**src/rtl/core/pcm_gain_limiter_meter_macros.svh**
```systemverilog
// assertion macros for the pcm gain limiter meter
`ifndef PCM_GAIN_LIMITER_METER_MACROS_SVH
`define PCM_GAIN_LIMITER_METER_MACROS_SVH

`ifndef SYNTH
`define PGLM_ASSERT_IMP(lbl, ante, cons) \
	lbl: assert property (@(posedge clk) disable iff (!arst_n) (ante) |-> (cons)) \
		else $error("pglm assertion failed");
`define PGLM_ASSERT_NXT(lbl, ante, cons) \
	lbl: assert property (@(posedge clk) disable iff (!arst_n) (ante) |=> (cons)) \
		else $error("pglm assertion failed");
`else
`define PGLM_ASSERT_IMP(lbl, ante, cons)
`define PGLM_ASSERT_NXT(lbl, ante, cons)
`endif

`endif

```
**src/rtl/core/pgl_pkg.sv**
```systemverilog
// shared types and constants for the pcm gain limiter meter
package pgl_pkg;

	localparam int SAMPLE_W   = 32;
	localparam int GAIN_W     = 24;
	localparam int MAG_W      = SAMPLE_W + GAIN_W;
	localparam int PEAK_W     = 40;
	localparam int TOTAL_W    = 48;
	localparam int CFG_IDX_W  = 4;
	localparam int CFG_DATA_W = 32;
	localparam int FMT_W      = 2;

	localparam logic [CFG_IDX_W-1:0] REG_ACTIVE  = 4'd0;
	localparam logic [CFG_IDX_W-1:0] REG_LIMITER = 4'd1;
	localparam logic [CFG_IDX_W-1:0] REG_FORMAT  = 4'd2;
	localparam logic [CFG_IDX_W-1:0] REG_GAIN    = 4'd3;

	localparam logic [FMT_W-1:0] FMT_16 = 2'd0;
	localparam logic [FMT_W-1:0] FMT_24 = 2'd1;
	localparam logic [FMT_W-1:0] FMT_32 = 2'd2;

	localparam logic KIND_SAMPLE = 1'b0;
	localparam logic KIND_CLEAR  = 1'b1;

	localparam logic [GAIN_W-1:0] GAIN_RESET = 24'h010000;
	localparam logic [PEAK_W-1:0] PEAK_MAX   = '1;

	typedef struct packed {
		logic              active;
		logic              limiter_enable;
		logic [FMT_W-1:0]  sample_format;
		logic [GAIN_W-1:0] linear_gain;
	} cfg_t;

	typedef struct packed {
		logic                clear;
		logic                bypass;
		logic                neg;
		logic [FMT_W-1:0]    fmt;
		logic [SAMPLE_W-1:0] raw;
		logic [MAG_W-1:0]    mag;
	} prod_item_t;

endpackage

```
**src/rtl/core/pgl_cfg_regs.sv**
```systemverilog
// configuration register file
module pgl_cfg_regs (
	input  logic                           clk,
	input  logic                           arst_n,
	input  logic                           cfg_valid,
	output logic                           cfg_ready,
	input  logic [pgl_pkg::CFG_IDX_W-1:0]  cfg_index,
	input  logic [pgl_pkg::CFG_DATA_W-1:0] cfg_data,
	output pgl_pkg::cfg_t                  cfg
);
	import pgl_pkg::*;

	cfg_t cfg_q;

	assign cfg_ready = 1'b1;
	assign cfg = cfg_q;

	always_ff @(posedge clk or negedge arst_n) begin
		if (!arst_n) begin
			cfg_q.active         <= 1'b0;
			cfg_q.limiter_enable <= 1'b0;
			cfg_q.sample_format  <= FMT_16;
			cfg_q.linear_gain    <= GAIN_RESET;
		end else if (cfg_valid && cfg_ready) begin
			unique case (cfg_index)
				REG_ACTIVE:  cfg_q.active         <= cfg_data[0];
				REG_LIMITER: cfg_q.limiter_enable <= cfg_data[0];
				REG_FORMAT:  cfg_q.sample_format  <= cfg_data[FMT_W-1:0];
				REG_GAIN:    cfg_q.linear_gain    <= cfg_data[GAIN_W-1:0];
				default: ;
			endcase
		end
	end

endmodule

```
**src/rtl/core/pgl_gain_mult.sv**
```systemverilog
// input register, sign extension, magnitude and gain multiply
module pgl_gain_mult (
	input  logic                         clk,
	input  logic                         arst_n,
	input  pgl_pkg::cfg_t                cfg,
	input  logic                         in_valid,
	output logic                         in_ready,
	input  logic                         kind,
	input  logic [pgl_pkg::SAMPLE_W-1:0] sample_in,
	output logic                         s2_valid,
	input  logic                         s2_ready,
	output pgl_pkg::prod_item_t          s2_item
);
	import pgl_pkg::*;

	logic                v_s1;
	logic                kind_s1;
	logic [SAMPLE_W-1:0] raw_s1;
	logic                v_s2;
	prod_item_t          item_s2;
	logic                ld2_ok;
	logic [SAMPLE_W-1:0] ext;
	logic [SAMPLE_W-1:0] abs_mag;
	logic                neg;
	prod_item_t          item_d;

	assign ld2_ok   = !v_s2 || s2_ready;
	assign in_ready = !v_s1 || ld2_ok;
	assign s2_valid = v_s2;
	assign s2_item  = item_s2;

	always_comb begin
		unique case (cfg.sample_format)
			FMT_16:  ext = {{16{raw_s1[15]}}, raw_s1[15:0]};
			FMT_24:  ext = {{8{raw_s1[23]}}, raw_s1[23:0]};
			default: ext = raw_s1;
		endcase
		neg     = ext[SAMPLE_W-1];
		abs_mag = neg ? (~ext + 1'b1) : ext;
	end

	always_comb begin
		item_d.clear  = (kind_s1 == KIND_CLEAR);
		item_d.bypass = !cfg.active || (cfg.sample_format != FMT_16 &&
			cfg.sample_format != FMT_24 && cfg.sample_format != FMT_32);
		item_d.neg    = neg;
		item_d.fmt    = cfg.sample_format;
		item_d.raw    = raw_s1;
		item_d.mag    = abs_mag * cfg.linear_gain;
	end

	always_ff @(posedge clk or negedge arst_n) begin
		if (!arst_n) begin
			v_s1 <= 1'b0;
			v_s2 <= 1'b0;
		end else begin
			if (in_ready) begin
				v_s1 <= in_valid;
			end
			if (ld2_ok) begin
				v_s2 <= v_s1;
			end
		end
	end

	always_ff @(posedge clk) begin
		if (in_valid && in_ready) begin
			kind_s1 <= kind;
			raw_s1  <= sample_in;
		end
		if (v_s1 && ld2_ok) begin
			item_s2 <= item_d;
		end
	end

endmodule

```
**src/rtl/core/pgl_stats.sv**
```systemverilog
// limiter, saturation, level meter, counters and result register
module pgl_stats #(
	parameter int GAIN_FRAC_BITS = 16,
	parameter int COUNT_WIDTH    = 48
) (
	input  logic                         clk,
	input  logic                         arst_n,
	input  pgl_pkg::cfg_t                cfg,
	input  logic                         s2_valid,
	output logic                         s2_ready,
	input  pgl_pkg::prod_item_t          s2_item,
	output logic                         out_valid,
	input  logic                         out_ready,
	output logic [pgl_pkg::SAMPLE_W-1:0] sample_out,
	output logic                         clipped,
	output logic [pgl_pkg::PEAK_W-1:0]   peak_out,
	output logic [pgl_pkg::TOTAL_W-1:0]  clip_total,
	output logic [pgl_pkg::TOTAL_W-1:0]  sample_total
);
	import pgl_pkg::*;

	`include "pcm_gain_limiter_meter_macros.svh"

	localparam int WIDE_W = MAG_W + 16;

	logic                   out_valid_q;
	logic [SAMPLE_W-1:0]    sample_q;
	logic                   clipped_q;
	logic [PEAK_W-1:0]      peak_q;
	logic [COUNT_WIDTH-1:0] clip_cnt_q;
	logic [COUNT_WIDTH-1:0] proc_cnt_q;

	logic                   fire;
	logic [MAG_W-1:0]       fs;
	logic [WIDE_W-1:0]      wide;
	logic [WIDE_W-1:0]      cand_full;
	logic [PEAK_W-1:0]      cand;
	logic [MAG_W-1:0]       gmag;
	logic [MAG_W-1:0]       lim;
	logic [MAG_W-1:0]       sat;
	logic                   clip;
	logic [SAMPLE_W-1:0]    res;
	logic [SAMPLE_W-1:0]    sample_n;
	logic                   clipped_n;
	logic [PEAK_W-1:0]      peak_n;
	logic [COUNT_WIDTH-1:0] clip_cnt_n;
	logic [COUNT_WIDTH-1:0] proc_cnt_n;

	assign s2_ready = !out_valid_q || out_ready;
	assign fire     = s2_valid && s2_ready;

	always_comb begin
		unique case (s2_item.fmt)
			FMT_16: begin
				fs   = MAG_W'(1) << 15;
				wide = WIDE_W'(s2_item.mag) << 16;
			end
			FMT_24: begin
				fs   = MAG_W'(1) << 23;
				wide = WIDE_W'(s2_item.mag) << 8;
			end
			default: begin
				fs   = MAG_W'(1) << 31;
				wide = WIDE_W'(s2_item.mag);
			end
		endcase
		cand_full = wide >> GAIN_FRAC_BITS;
		cand      = (|cand_full[WIDE_W-1:PEAK_W]) ? PEAK_MAX : cand_full[PEAK_W-1:0];
		gmag      = s2_item.mag >> GAIN_FRAC_BITS;
		lim       = (cfg.limiter_enable && gmag > fs) ? fs : gmag;
		if (s2_item.neg) begin
			clip = lim > fs;
			sat  = clip ? fs : lim;
			res  = SAMPLE_W'(~sat + 1'b1);
		end else begin
			clip = lim > (fs - 1'b1);
			sat  = clip ? (fs - 1'b1) : lim;
			res  = sat[SAMPLE_W-1:0];
		end
	end

	always_comb begin
		sample_n   = res;
		clipped_n  = clip;
		peak_n     = (cand > peak_q) ? cand : peak_q;
		clip_cnt_n = clip ? clip_cnt_q + 1'b1 : clip_cnt_q;
		proc_cnt_n = proc_cnt_q + 1'b1;
		priority if (s2_item.clear) begin
			sample_n   = '0;
			clipped_n  = 1'b0;
			peak_n     = '0;
			clip_cnt_n = '0;
			proc_cnt_n = '0;
		end else if (s2_item.bypass) begin
			sample_n   = s2_item.raw;
			clipped_n  = 1'b0;
			peak_n     = peak_q;
			clip_cnt_n = clip_cnt_q;
			proc_cnt_n = proc_cnt_q;
		end
	end

	always_ff @(posedge clk or negedge arst_n) begin
		if (!arst_n) begin
			out_valid_q <= 1'b0;
			peak_q      <= '0;
			clip_cnt_q  <= '0;
			proc_cnt_q  <= '0;
		end else begin
			if (s2_ready) begin
				out_valid_q <= s2_valid;
			end
			if (fire) begin
				peak_q     <= peak_n;
				clip_cnt_q <= clip_cnt_n;
				proc_cnt_q <= proc_cnt_n;
			end
		end
	end

	always_ff @(posedge clk) begin
		if (fire) begin
			sample_q  <= sample_n;
			clipped_q <= clipped_n;
		end
	end

	assign out_valid    = out_valid_q;
	assign sample_out   = sample_q;
	assign clipped      = clipped_q;
	assign peak_out     = peak_q;
	assign clip_total   = TOTAL_W'(clip_cnt_q);
	assign sample_total = TOTAL_W'(proc_cnt_q);

	`PGLM_ASSERT_NXT(a_clear_zeroes, fire && s2_item.clear, !(|{peak_q, clip_cnt_q, proc_cnt_q}))
	`PGLM_ASSERT_NXT(a_peak_monotonic, fire && !s2_item.clear, peak_q >= $past(peak_q))
	`PGLM_ASSERT_NXT(a_count_holds, !fire, $stable(proc_cnt_q) && $stable(clip_cnt_q))
	`PGLM_ASSERT_NXT(a_clip_step, fire && !s2_item.clear, clip_cnt_q - $past(clip_cnt_q) <= 1'b1)
	`PGLM_ASSERT_IMP(a_bypass_no_clip, fire && (s2_item.bypass || s2_item.clear), !clipped_n)

endmodule

```
**src/rtl/core/pcm_gain_limiter_meter.sv**
```systemverilog
// pcm gain limiter meter: gain stage with hard limiter and level meter
// accepted items move through the input, product and result registers in order
// one item per cycle unless stalled; 32x24 gain multiply sits before the product register
// stalls hold each stage in place; up to two items are taken while a result waits
// reset: asynchronous, active low; clears statistics and loads register defaults
// (active 0, limiter 0, 16-bit format, unity gain)
module pcm_gain_limiter_meter #(
	parameter int GAIN_FRAC_BITS = 16,
	parameter int COUNT_WIDTH    = 48
) (
	input  logic                           clk,
	input  logic                           arst_n,
	input  logic                           cfg_valid,
	output logic                           cfg_ready,
	input  logic [pgl_pkg::CFG_IDX_W-1:0]  cfg_index,
	input  logic [pgl_pkg::CFG_DATA_W-1:0] cfg_data,
	input  logic                           in_valid,
	output logic                           in_ready,
	input  logic                           kind,
	input  logic signed [pgl_pkg::SAMPLE_W-1:0] sample_in,
	output logic                           out_valid,
	input  logic                           out_ready,
	output logic signed [pgl_pkg::SAMPLE_W-1:0] sample_out,
	output logic                           clipped,
	output logic [pgl_pkg::PEAK_W-1:0]     peak_out,
	output logic [pgl_pkg::TOTAL_W-1:0]    clip_total,
	output logic [pgl_pkg::TOTAL_W-1:0]    sample_total
);
	import pgl_pkg::*;

	cfg_t                cfg;
	logic                s2_valid;
	logic                s2_ready;
	prod_item_t          s2_item;
	logic [SAMPLE_W-1:0] sample_res;

	pgl_cfg_regs u_cfg (
		.clk       (clk),
		.arst_n    (arst_n),
		.cfg_valid (cfg_valid),
		.cfg_ready (cfg_ready),
		.cfg_index (cfg_index),
		.cfg_data  (cfg_data),
		.cfg       (cfg)
	);

	pgl_gain_mult u_mult (
		.clk       (clk),
		.arst_n    (arst_n),
		.cfg       (cfg),
		.in_valid  (in_valid),
		.in_ready  (in_ready),
		.kind      (kind),
		.sample_in (sample_in),
		.s2_valid  (s2_valid),
		.s2_ready  (s2_ready),
		.s2_item   (s2_item)
	);

	pgl_stats #(
		.GAIN_FRAC_BITS (GAIN_FRAC_BITS),
		.COUNT_WIDTH    (COUNT_WIDTH)
	) u_stats (
		.clk          (clk),
		.arst_n       (arst_n),
		.cfg          (cfg),
		.s2_valid     (s2_valid),
		.s2_ready     (s2_ready),
		.s2_item      (s2_item),
		.out_valid    (out_valid),
		.out_ready    (out_ready),
		.sample_out   (sample_res),
		.clipped      (clipped),
		.peak_out     (peak_out),
		.clip_total   (clip_total),
		.sample_total (sample_total)
	);

	assign sample_out = $signed(sample_res);

endmodule
```
**config.mk**
```make
export PLATFORM = sky130hd
export DESIGN_NAME = pcm_gain_limiter_meter
export DESIGN_NICKNAME = d
export VERILOG_FILES = /design/src/rtl/core/pgl_pkg.sv /design/src/rtl/core/pgl_cfg_regs.sv /design/src/rtl/core/pgl_gain_mult.sv /design/src/rtl/core/pgl_stats.sv /design/src/rtl/core/pcm_gain_limiter_meter.sv
export VERILOG_INCLUDE_DIRS = /design/src /design/src/rtl/core
export SDC_FILE = /design/constraint.sdc
export NUM_CORES = 2
export LEC_CHECK = 0
export ABC_AREA = 0
export BUFFER_PORTS_ARGS = -buffer_cell sky130_fd_sc_hd__buf_2
export CORE_UTILIZATION = 30
export DETAILED_ROUTE_END_ITERATION = 12
export SYNTH_ARGS = -nofsm -noshare
export SYNTH_HDL_FRONTEND = slang
export SYNTH_SLANG_ARGS = --single-unit
export TNS_END_PERCENT = 30
```
**constraint.sdc**
```tcl
create_clock -name clk -period 27.1 [get_ports clk]
set_clock_uncertainty 0.2 [all_clocks]
set_input_delay 1.355 -clock clk [delete_from_list [all_inputs] [get_ports clk]]
set_output_delay 1.355 -clock clk [all_outputs]
set_load 0.005 [all_outputs]
```
==> results.yml <==
clock_network:
  numCtsBuffers: 42
  clk_pin_slew_worst_paths_ns: 0.06
  cts_tree: "done"
  post_cts_buffers: 0
  ctsHoldBuffers: 0
  post_cts_resized: 0
  cts.root.buffer_cell: "clkbuf_16"
  cts_max_level: 2
  cts_buffer_depth: 3
  clock_latency_ns: 0.66
  clock_sinks: 326
synth:
  synth_top_family_by_area: "adder cells"
  ys_types: 82
  yosys.area_share.xor_xnor_pct: 3.00
  syn-instance-count: 4624
  synth-simple-area-share_pct: 17.7
  synth_compound_area_share_pct: 8.27
  ys_ff_latch: 326
  syn_avg_cell_area_um2: 9.21
  synth.top_cell.area_share_pct: 30.9
  ys_async_sr_fraction_pct: 51.2
  yosysWarnings: 0
  synthMuxAreaShare_pct: 1.80
  synth_top_cell_by_area: "fa_1"
  syn_area_um2: 42600
  synthAdderAreaFrac_pct: 38.5
  yosys-top-cells-area: "fa_1 31%, edfxtp_1 11%, dfrtp_1 9.7%, ha_1 7.6%, inv_1 7.4%"
  synth_edf_count: 159
  ys.flop_type: "dfrtp_1"
  ys_seq_area_share_pct: 21.0
placement:
  gp_congestion: 0.949
  portBuffers: 236
  dpl-instance-area_um2: 46100
  hpwl_mm: 100
timing:
  tns_ns: 0
  fmax_mhz: 86.7
  post-route-period-util_pct: 42.6
  max_slew_margin_pct: 20.9
  grt_setup_unrepaired: "false"
  maxSlewViolCount: 0
  worst_pin_slew_ns: 1.19
  setup_viol: 0
  final_hold_viol_count: 0
  holdWs_ns: 0.224
  period_minus_slack_ns: 11.54
detailed_routing:
  via_per_inst: 5.02
  drtAntennaViolNets: 0
  dr_total_vias: 33400
  wl_mm: 136
  drtIter0Drc: 2570
  first_pass_iters: 5
  drc: 0
  detail_route.wl_per_cell_um: 20.4
critical_path:
  crit_type: "flop to flop"
  worst_ep_arrival_time_ns: 11.70
  critPathSlowestCell: "a211oi_1"
  worst-path-max-fanout: 15
  crit_path_end_kind: "flop"
  path_common_cell: "fa_1"
  max_stage_delay_ns: 0.63
  crit_required_ns: 27.26
  worstSetupStartpointType: "flop"
floorplanning:
  rows: 137
  die_h_um: 379
  die_area_um2: 144000
  die_width_um: 379
  fp.coreArea_um2: 140000
  io_pins: 246
  start_util_pct: 30.4
grt:
  grt.total_usage_pct: 18.9
  grt_antenna_before_repair: 14
  grt_pass1_wl_mm: 208
  grt_max_degree: 95
  grt-ovfl-total: 0
  first_global_vias: 34200
status:
  status: "complete, no violations"
layout:
  n_antenna_cell: 0
  finalInstanceArea_um2: 47500
  area_growth_pct: 11.4
  layout-drive-gt1-share_pct: 9.77
  fin_nets: 5728
job:
  max-cap-violations: 0
hold_path:
  worstHoldPathType: "flop to flop"
-- layout make-up --
cell class,instances,area [um^2]
fillers,14500,92800
multi-input cells,3219,29900
flip-flops and latches,326,8970
well taps,1876,2350
inverters,839,3150
clock inverters,17,165
clock buffers,61,1220
repair buffers,309,1740
-- path summary, 6_finish.rpt --
kind / startpoint / end / cells past startpoint / slack [ns]
min: u_mult.kind_s1$_DFFE_PP_ / u_mult.s2_item[92]$_DFFE_PP_ / 0 / 0.22
max: u_mult.raw_s1[4]$_DFFE_PP_ / u_mult.s2_item[54]$_DFFE_PP_ / 33 / 15.56
min reg2reg: u_mult.kind_s1$_DFFE_PP_ / u_mult.s2_item[92]$_DFFE_PP_ / 0 / 0.22
min in group asynchronous: arst_n / u_stats.clip_total[19]$_DFFE_PN0P_ / 1 / 0.63
max reg2reg: u_mult.raw_s1[4]$_DFFE_PP_ / u_mult.s2_item[54]$_DFFE_PP_ / 33 / 15.56
max in group asynchronous: arst_n / u_mult.s2_valid$_DFFE_PN0P_ / 2 / 24.57
-- cell usage in the layout, fill, tap and decap left out, types with 10 or more instances in the layout --
cell type  count
a211oi_1      11
nand3_1       61
nand2b_1      21
xor2_1        70
ha_1         258
o31ai_1       15
a21o_1        46
mux2i_1       45
edfxtp_1     159
nor3_1        76
fa_1         658
o21ai_0      108
and2_1       332
buf_4         73
nand2_1      558
nor2b_1       18
mux2_2        28
and3_1       101
nor2_1       225
xnor2_1       58
nand4_1       42
inv_1        839
a21oi_1      195
o21a_1        22
a221o_1       42
or3_1         41
nor4_1        12
dfrtp_1      157
clkbuf_16     44
o21bai_1      10
buf_2        235
clkbuf_1      11
-- metal layers --
| layer | vias up | GRT usage (%) | share of wire (%) |
|---|---|---|---|
| met5 | - | 0 | 0.085 |
| met4 | 20 | 7.04 | 3.9 |
| met3 | 291 | 3.42 | 7.8 |
| met2 | 1262 | 31.4 | 46 |
| met1 | 17000 | 24.5 | 42 |
| li1 | 14800 | - | - |
-- synth_stat cells, drive strengths merged, types with 11 or more instances --
cell	instances
o31ai	15
edfxtp	159
nand2	558
inv	839
mux2	28
nor2	228
nand4	42
dfrtp	166
a21oi	196
a31oi	11
ha	259
o21a	22
buf	21
o21ai	111
clkbuf	227
nand3	62
xnor2	70
and2	334
nor3	76
fa	658
a221o	42
nand2b	21
and3	101
xor2	76
or3	41
a211oi	11
mux2i	45
nor2b	19
a21o	46
nor4	14
-- through the flow --
stage,setup WS [ns],utilization [%],cells
2_1_floorplan,17.30,-,4632
3_3_place_gp,15.74,32.9,6569
3_5_place_dp,15.72,32.9,6569
4_1_cts,15.61,33.8,6647
5_1_grt,14.99,33.8,6647
6_report,15.56,33.8,6647
-- sequential cells by signal (all words and copies together), names as in the netlist, 28 cells and up --
signal,flops
u_cfg.cfg,28
u_mult.raw_s1,32
u_mult.s2_item,93
u_stats.clip_total,48
u_stats.peak_out,40
u_stats.sample_out,32
u_stats.sample_total,48
-- worst max-delay path: cells and delay by family, from the launching register on --
family | cells | cell delay (ns)
flops | 1 | 0.50
simple gates | 13 | 3.68
compound gates | 7 | 2.29
xor+xnor | 1 | 0.17
fa+ha+maj | 8 | 3.93
buf+inv | 4 | 0.44
-- logic make-up (layout without fill, tap and decap cells) --
group | Yosys count | after routing
compound gates | 540 | 540
xor+xnor | 146 | 146
fa+ha+maj | 917 | 917
buf+inv | 1087 | 1226
flops | 326 | 326
mux | 73 | 73
other cells | 1 | 9
simple gates | 1534 | 1534
Power is left out: the tool's default activity adds up to more than one toggle a clock period on the data nets, which glitch-free logic cannot reach.
